## src/hdl/tcw_pkg.sv

```systemverilog
`timescale 1ns / 1ps
`default_nettype none

package tcw_pkg;

   // Fixed field widths of the request and response channels
   localparam int CHAR_W   = 8;
   localparam int ATTR_W   = 8;
   localparam int COLOR_W  = 4;
   localparam int INDEX_W  = 11;
   localparam int CURSOR_W = 11;
   localparam int CELL_W   = CHAR_W + ATTR_W;

   // Control characters
   localparam logic [CHAR_W-1:0] LINE_FEED = 8'h0A;
   localparam logic [CHAR_W-1:0] BACKSPACE = 8'h08;
   localparam logic [CHAR_W-1:0] BLANK_CHAR = 8'h00;

   // Request kinds
   localparam logic KIND_WRITE = 1'b0;
   localparam logic KIND_READ  = 1'b1;

   // Sequencer states
   typedef enum logic [5:0] {
      ST_CLEAR  = 6'b000001,
      ST_IDLE   = 6'b000010,
      ST_RDWAIT = 6'b000100,
      ST_SCROLL = 6'b001000,
      ST_DRAIN  = 6'b010000,
      ST_EXEC   = 6'b100000
   } state_type;

   // Commands from the sequencer to the cursor unit
   typedef struct packed {
      logic exec;         // apply the latched character
      logic home_bottom;  // scroll done: cursor to start of bottom row
   } cur_ctl_type;

endpackage

`default_nettype wire

```

## src/hdl/tcw_cursor.sv

```systemverilog
`timescale 1ns / 1ps
`default_nettype none

module tcw_cursor #(
   parameter int COLUMNS = 80,
   parameter int ROWS    = 25
) (
   input  wire logic                                   clock,
   input  wire logic                                   reset,
   input  wire tcw_pkg::cur_ctl_type                   ctl,
   input  wire logic [tcw_pkg::CHAR_W-1:0]             char_code,
   input  wire logic                                   last_of_string,
   output logic                                        at_end,
   output logic                                        cell_we,
   output logic [$clog2(ROWS*COLUMNS)-1:0]             cell_addr,
   output logic [$clog2(ROWS*COLUMNS+1)-1:0]           cursor_nx,
   output logic [$clog2(ROWS*COLUMNS+1)-1:0]           pub_nx
);

   import tcw_pkg::*;

   localparam int CELLS = ROWS * COLUMNS;
   localparam int AW    = $clog2(CELLS);
   localparam int CW    = $clog2(CELLS + 1);
   localparam int XW    = $clog2(COLUMNS);

   logic [CW-1:0] cursor_ff, cursor_in;
   logic [CW-1:0] pub_ff, pub_in;
   logic [XW-1:0] col_ff, col_in;   // always cursor mod COLUMNS
   logic [CW-1:0] cur_inc, cur_dec, cur_lf;

   assign cur_inc = cursor_ff + CW'(1);
   assign cur_dec = cursor_ff - CW'(1);
   assign cur_lf  = cursor_ff - CW'(col_ff) + CW'(COLUMNS);
   assign at_end  = (cursor_ff == CW'(CELLS));

   // Next cursor, column and cell write for one character, or home after a scroll
   always_comb begin
      cursor_in = cursor_ff;
      col_in    = col_ff;
      cell_we   = 1'b0;
      cell_addr = cursor_ff[AW-1:0];
      if (ctl.home_bottom) begin
         cursor_in = CW'(CELLS - COLUMNS);
         col_in    = '0;
      end else if (ctl.exec) begin
         if (char_code == LINE_FEED) begin
            cursor_in = cur_lf;
            col_in    = '0;
         end else if (char_code == BACKSPACE) begin
            if (cursor_ff != '0) begin
               cursor_in = cur_dec;
               col_in    = (col_ff == '0) ? XW'(COLUMNS - 1) : col_ff - XW'(1);
               cell_we   = 1'b1;
               cell_addr = cur_dec[AW-1:0];
            end
         end else begin
            cursor_in = cur_inc;
            col_in    = (col_ff == XW'(COLUMNS - 1)) ? '0 : col_ff + XW'(1);
            cell_we   = 1'b1;
         end
      end
      pub_in = (ctl.exec && last_of_string) ? cursor_in : pub_ff;
   end

   always_ff @(posedge clock) begin
      if (reset) begin
         cursor_ff <= '0;
         col_ff    <= '0;
         pub_ff    <= '0;
      end else begin
         cursor_ff <= cursor_in;
         col_ff    <= col_in;
         pub_ff    <= pub_in;
      end
   end

   assign cursor_nx = cursor_in;
   assign pub_nx    = pub_in;

endmodule

`default_nettype wire
```

## config.mk

```make
export PLATFORM = sky130hd
export DESIGN_NAME = tcw_cursor
export DESIGN_NICKNAME = d
export VERILOG_FILES = /design/src/hdl/tcw_pkg.sv /design/src/hdl/tcw_cursor.sv
export SDC_FILE = /design/constraint.sdc
export NUM_CORES = 1
export LEC_CHECK = 0
export BUFFER_PORTS_ARGS = -buffer_cell sky130_fd_sc_hd__clkbuf_2
export CAP_MARGIN = 20
export CORE_MARGIN = 2
export CORE_UTILIZATION = 52
export DETAILED_ROUTE_END_ITERATION = 6
export PLACE_DENSITY_LB_ADDON = 0.08
export SLEW_MARGIN = 10
export SYNTH_ARGS = -nofsm -noshare
export SYNTH_HDL_FRONTEND = slang
export SYNTH_SLANG_ARGS = --single-unit
```

## constraint.sdc

```tcl
create_clock -name clock -period 3.35 [get_ports clock]
set_input_delay 0.335 -clock clock [delete_from_list [all_inputs] [get_ports clock]]
set_output_delay 0.335 -clock clock [all_outputs]
set_load 0.005 [all_outputs]
```

# == Word-level counts from Yosys, hierarchy flattened ==
# Cells that the tools add are included.
# Widths: inputs -> output; s select.
# word_totals
inputBits,13
reg_bits,29
elab_cells,39
out_inout_bits,35
# op_classes
addsub,6
muxes,20
n_eq_ne,5
reduce_logical,5
# ops
operator,n
$mux 11,10
$mux 7,5
$eq 8x4->1 const B,2
$add 11x1->11 const B,1
$add 11x7->11 const B,1
$eq 11x11->1 const B,1
$reduce_bool 11->1,1
$sub 11x1->11 const B,1
$sub 11x7->11,1
$add 7x1->7 const B,1
$eq 7x7->1 const B,1
$logic_not 7->1,1
$sub 7x1->7 const B,1
$mux 1,5
$ne 3x2->1 const B,1
$reduce_and 2->1,1
$reduce_or 2->1,1
$logic_and 1x1->1,1

# == Logic depth before layout (Yosys ltp) ==
# depth
ltp_word,7
ltp_mapped,13
ltp_nobuf,12

# == Worst setup path after synthesis ==
# OpenSTA, ideal clock, no wires.
# synth_path
path_kind,register to output
start,register cursor_ff[4]
end,output port cursor_nx[8]
arrival_time_ps,2765
stages_incl_launch_ff,12
required_ps,3015
setup_slack_ps,250
path_buffers,1
cell_sequence,dfxtp_1 > buf_1 > inv_1 > ha_1 > inv_1 > ha_1 > a21o_1 > a31o_2 > or4b_2 > o311ai_0 > nor3b_1 > nor2_1
# synth_between
elab_chain_cells,6
word_cells_on_any_way,10
cone_classes,4 x add/sub; 5 x mux; 1 x reduce/logical
# synth_rtl
item,line,source
"start, declared",tcw_cursor.sv:27,"logic [CW-1:0] cursor_ff, cursor_in;"
"start signal, assigned",tcw_cursor.sv:72,cursor_ff <= cursor_in;
branches (longest 3 deep; another with $sub 11x7->11),--,
$mux 11 (*),tcw_cursor.sv:47,if (char_code == LINE_FEED) begin
$mux 11 (*),tcw_cursor.sv:46,end else if (ctl.exec) begin
$mux 11 (*),tcw_cursor.sv:43,if (ctl.home_bottom) begin
"end, declared",tcw_cursor.sv:16,"output logic [$clog2(ROWS*COLUMNS+1)-1:0] cursor_nx,"
# Every way passes the cells marked *.

# == Final worst setup path ==
# layout_path
start,register cursor_ff[1]
end,output port pub_nx[0]
# layout_between
elab_chain_cells,7
# layout_rtl
item,line,source
$reduce_bool 11->1,tcw_cursor.sv:51,if (cursor_ff != '0) begin
$mux 11,tcw_cursor.sv:51,
$mux 11,tcw_cursor.sv:50,end else if (char_code == BACKSPACE) begin
$mux 11,tcw_cursor.sv:47,
$mux 11,tcw_cursor.sv:46,
$mux 11,tcw_cursor.sv:43,
$mux 11,tcw_cursor.sv:63,pub_in = (ctl.exec && last_of_string) ? cursor_in : pub_ff;
"end, declared",tcw_cursor.sv:17,output logic [$clog2(ROWS*COLUMNS+1)-1:0] pub_nx
# No other way between the ends.

==> run_summary.xml <==
<?xml version="1.0" encoding="UTF-8"?>
<metrics>
  <group name="setup_path">
    <metric name="regToRegStartpoint" unit="">col_ff[2]</metric>
    <metric name="critPathMaxFanout" unit="">9</metric>
    <metric name="critical_path.reg2reg.endpoint" unit="">cursor_ff[8]</metric>
    <metric name="cp.required" unit="ps">3010</metric>
    <metric name="critPathLaunchType" unit="">flop</metric>
    <metric name="crit_path_max_incr_delay" unit="ps">460</metric>
    <metric name="criticalPathCategory" unit="">reg2out</metric>
    <metric name="crit_path_top_delay_cell" unit="">sky130_fd_sc_hd__o21ai_0</metric>
    <metric name="cp_top_family" unit="">simple AND/OR/NAND/NOR gates</metric>
    <metric name="arrival" unit="ps">2940</metric>
    <metric name="ff2ff_setup_slack" unit="ps">590</metric>
    <metric name="rr_worst_depth" unit="">11</metric>
    <metric name="worstSetupEndpointType" unit="">primary output</metric>
    <metric name="timing.critical_path.cells" unit="">buf_4 &gt; inv_1 &gt; ha_1 &gt; or3b_4 &gt; nor3_4 &gt; a31oi_1 &gt; o21ai_0 &gt; a22o_1 &gt; clkbuf_2</metric>
    <metric name="worst-path-buf-inv" unit="">3</metric>
  </group>
  <group name="pwr">
    <metric name="p_leak" unit="nW">1.58</metric>
    <metric name="power_per_standard_cell_area" unit="mW/mm2">248</metric>
    <metric name="power.ir.vdd_worst" unit="mV">0.210</metric>
  </group>
  <group name="detailed_routing">
    <metric name="drt_pass1_iterations" unit="">5</metric>
    <metric name="postRouteAntennaNets" unit="">0</metric>
    <metric name="route.detailed.vias_per_inst" unit="">6.41</metric>
    <metric name="drt_iter0_markers" unit="">237</metric>
    <metric name="finalWirelength" unit="um">10600</metric>
    <metric name="wire_per_inst" unit="um">18.7</metric>
    <metric name="drc" unit="">0</metric>
    <metric name="route.vias.total" unit="">3640</metric>
  </group>
  <group name="global_routing">
    <metric name="grt_max_degree" unit="">27</metric>
    <metric name="wire_length_of_the_first_global_routing_pass" unit="um">16800</metric>
    <metric name="grt_pass1_vias" unit="">3362</metric>
    <metric name="gr-total-overflow" unit="">0</metric>
    <metric name="grt_antenna_before_repair" unit="">0</metric>
    <metric name="grtUsageTotal" unit="%">29.9</metric>
  </group>
  <group name="clock_network">
    <metric name="clockRootBuffer" unit="">sky130_fd_sc_hd__clkbuf_8</metric>
    <metric name="ctsHtreeMaxLevel" unit="">2</metric>
    <metric name="clock_network_latency_to_the_later_pin_of_the_worst_skew_pair" unit="ps">290</metric>
    <metric name="clock-sinks" unit="">29</metric>
    <metric name="tritoncts" unit="">yes</metric>
    <metric name="clk_transition_reported_paths" unit="ps">70</metric>
    <metric name="cts-root-to-sink-buffers" unit="">2</metric>
    <metric name="numCtsBuffers" unit="">5</metric>
  </group>
  <group name="floorplanning">
    <metric name="core.rowCount" unit="">28</metric>
    <metric name="design.portCount" unit="">48</metric>
    <metric name="die_w" unit="um">83.2</metric>
    <metric name="initial_utilization" unit="%">54.5</metric>
    <metric name="floorplan.die_area" unit="mm2">0.00693</metric>
    <metric name="floorplan.die.height" unit="um">83.2</metric>
    <metric name="core_region_area" unit="mm2">0.00599</metric>
  </group>
  <group name="run_status">
    <metric name="status" unit="">finished, final reports clean</metric>
  </group>
  <group name="place">
    <metric name="detailedPlace.worstSlack" unit="ps">165</metric>
    <metric name="detailed_place_hpwl" unit="um">7880</metric>
    <metric name="globalplace.congestion" unit="">0.933</metric>
    <metric name="io_buffer_count" unit="">47</metric>
    <metric name="place_area" unit="mm2">0.00364</metric>
  </group>
  <group name="final_layout">
    <metric name="antenna_cells_inserted" unit="">0</metric>
    <metric name="num-nets-final" unit="">530</metric>
    <metric name="final_util" unit="%">64.2</metric>
    <metric name="flow.area_growth_from_synthesis" unit="%">17.8</metric>
    <metric name="layout-drive-gt1-share" unit="%">25.2</metric>
    <metric name="final_design_area_no_fill" unit="mm2">0.00384</metric>
  </group>
  <group name="synthesis">
    <metric name="synthDominantAreaCellType" unit="">sky130_fd_sc_hd__dfxtp_1</metric>
    <metric name="synthesis.area_per_instance" unit="um2">7.39</metric>
    <metric name="synth-seq-cells" unit="">29</metric>
    <metric name="sequential_element_share_of_the_synthesized_area" unit="%">17.8</metric>
    <metric name="synth_edf_count" unit="">0</metric>
    <metric name="synth_cells" unit="">442</metric>
    <metric name="synth_warn" unit="">0</metric>
    <metric name="ys_types" unit="">75</metric>
    <metric name="synth_top_area_share" unit="%">17.8</metric>
    <metric name="async_flop_share" unit="%">0</metric>
    <metric name="ys_top_cells_by_area" unit="">sky130_fd_sc_hd__dfxtp_1 (18%), sky130_fd_sc_hd__ha_1 (9.2%), sky130_fd_sc_hd__nor2_1 (5.3%), sky130_fd_sc_hd__nor3_1 (4.1%), sky130_fd_sc_hd__o21ai_0 (3.8%)</metric>
    <metric name="synthesis.nets" unit="">480</metric>
    <metric name="ys.flop_type" unit="">sky130_fd_sc_hd__dfxtp_1</metric>
    <metric name="mappedNetlistArea" unit="mm2">0.00326</metric>
  </group>
  <group name="sta">
    <metric name="finalSetupViolations" unit="">0</metric>
    <metric name="max_freq" unit="MHz">306</metric>
    <metric name="max_slew.worst_pin.slew" unit="ps">789</metric>
    <metric name="final-max-slew-violation-count" unit="">0</metric>
    <metric name="finalSetupTns" unit="ps">0</metric>
    <metric name="timing.max_slew.rel_slack" unit="%">47.1</metric>
    <metric name="finalClockSkew" unit="ps">5.20</metric>
    <metric name="report.final.hold_viol_count" unit="">0</metric>
    <metric name="min_period_over_period" unit="%">97.7</metric>
    <metric name="final.min_clock_period" unit="ps">3270</metric>
    <metric name="post-route-worst-setup-slack" unit="ps">78.2</metric>
  </group>
  <group name="worst_hold_path">
    <metric name="holdCritStartpoint" unit="">pub_ff[5]</metric>
    <metric name="timing.hold.worst.class" unit="">reg2reg</metric>
    <metric name="worstHoldEndpoint" unit="">pub_ff[5]</metric>
    <metric name="hold-path-cell-count" unit="">2</metric>
  </group>
  <group name="job">
    <metric name="maxCapViolations" unit="">0</metric>
  </group>
</metrics>
-- synth_stat cells (3+ instances only) --
master / number
sky130_fd_sc_hd__nor2_1: 46
sky130_fd_sc_hd__nand2_1: 32
sky130_fd_sc_hd__dfxtp_1: 29
sky130_fd_sc_hd__nor3_1: 27
sky130_fd_sc_hd__inv_1: 26
sky130_fd_sc_hd__o21ai_0: 25
sky130_fd_sc_hd__ha_1: 24
sky130_fd_sc_hd__a21oi_1: 20
sky130_fd_sc_hd__clkbuf_1: 18
sky130_fd_sc_hd__xnor2_1: 14
sky130_fd_sc_hd__nand3_1: 10
sky130_fd_sc_hd__buf_2: 9
sky130_fd_sc_hd__nor2b_1: 9
sky130_fd_sc_hd__nor4_1: 8
sky130_fd_sc_hd__a22oi_1: 7
sky130_fd_sc_hd__mux2i_1: 7
sky130_fd_sc_hd__nand4_1: 7
sky130_fd_sc_hd__o31ai_1: 7
sky130_fd_sc_hd__xor2_1: 7
sky130_fd_sc_hd__a31oi_1: 6
sky130_fd_sc_hd__and2_1: 6
sky130_fd_sc_hd__or3_1: 6
sky130_fd_sc_hd__a22o_1: 5
sky130_fd_sc_hd__a21o_1: 4
sky130_fd_sc_hd__and3_1: 4
sky130_fd_sc_hd__o21a_1: 4
sky130_fd_sc_hd__o22ai_1: 4
sky130_fd_sc_hd__a211oi_1: 3
sky130_fd_sc_hd__nor3b_1: 3
sky130_fd_sc_hd__nor4_2: 3
sky130_fd_sc_hd__nor4b_1: 3
sky130_fd_sc_hd__o211ai_1: 3
-- power by group --
part | switching (mW) | internal (mW)
logic | 0.172 | 0.115
registers | 0.0110 | 0.353
clock network | 0.158 | 0.143
-- cell usage in the layout, fill, tap and decap left out, types with 10 or more instances in the layout --
cell                        n
sky130_fd_sc_hd__ha_1      23
sky130_fd_sc_hd__nor3_1    25
sky130_fd_sc_hd__inv_1     26
sky130_fd_sc_hd__a21oi_1   19
sky130_fd_sc_hd__nand3_1   10
sky130_fd_sc_hd__nand2_1   32
sky130_fd_sc_hd__nor2_1    46
sky130_fd_sc_hd__clkbuf_2  47
sky130_fd_sc_hd__buf_4     25
sky130_fd_sc_hd__xnor2_1   14
sky130_fd_sc_hd__dfxtp_1   25
sky130_fd_sc_hd__o21ai_0   25
-- metal layers --
layer / GRT usage [%] / part of all wire (%)
met4: 10.6 / 3.2
met5: 0 / 0
met2: 48.5 / 45
met3: 7.55 / 9.5
met1: 38.3 / 42
-- registers in the layout (all words and copies together), names as in the netlist --
signal,cells
col_ff,7
cursor_ff,11
pub_ff,11
-- worst reg2reg max path: stages, from the launching register on --
cell and delay [ps]:
sky130_fd_sc_hd__dfxtp_4 380, sky130_fd_sc_hd__inv_1 80, sky130_fd_sc_hd__ha_1 290, sky130_fd_sc_hd__ha_1 300
sky130_fd_sc_hd__a21o_1 200, sky130_fd_sc_hd__and4_2 280, sky130_fd_sc_hd__or4b_4 500, sky130_fd_sc_hd__o311ai_4 100
sky130_fd_sc_hd__nor3b_2 240, sky130_fd_sc_hd__buf_4 140, sky130_fd_sc_hd__buf_4 90, sky130_fd_sc_hd__nor3_1 40
-- per-stage QoR --
step / power [mW] / hold WS, ps / std cells
6_report: 0.952 / 466 / 568
5_1_grt: 0.998 / 500 / 568
4_1_cts: 0.937 / 471 / 566
3_5_place_dp: 0.640 / 461 / 557
3_3_place_gp: 0.637 / 455 / 557
2_1_floorplan: 0.549 / 404 / 442
-- worst max path at each step --
stage            startpoint      endpoint  slack [ps]  cells after the start
2_1_floorplan  cursor_ff[4]  cursor_nx[8]         250                     11
3_3_place_gp      col_ff[5]  cursor_nx[8]         220                     10
3_5_place_dp      col_ff[5]  cursor_nx[8]         170                     10
4_1_cts           col_ff[2]  cursor_nx[8]          20                     10
5_1_grt        cursor_ff[1]     pub_nx[0]         -10                      9
6_report       cursor_ff[1]     pub_nx[0]          80                      9
-- cells by family after synthesis --
group | count (synthesis) | synth area share [%]
simple gates | 186 | 32.0
compound gates | 117 | 25.0
buf+inv | 55 | 6.90
flops | 29 | 17.8
fa+ha+maj | 25 | 9.81
xor+xnor | 21 | 5.63
mux | 9 | 2.84
-- layout make-up --
| class | count | area (um2) |
|---|---|---|
| multi-input combinational | 358 | 2550 |
| timing repair buffer | 72 | 423 |
| inverter | 26 | 97.6 |
| clock inverter | 3 | 17.5 |
| clock buffer | 5 | 68.8 |
| tap | 75 | 93.8 |
| fill | 574 | 2150 |
| sequential | 29 | 591 |
-- what timing repair did --
| action | CTS | global route |
|---|---|---|
| hold buffers | 0 | 0 |
| pin swaps | 0 | 2 |
| buffers inserted | 1 | 2 |
| endpoints found under the hold margin | 0 | 0 |
| resized for setup | 6 | 17 |
| setup endpoints to repair | 4 | 11 |
Power figures use the tool's default switching activity.
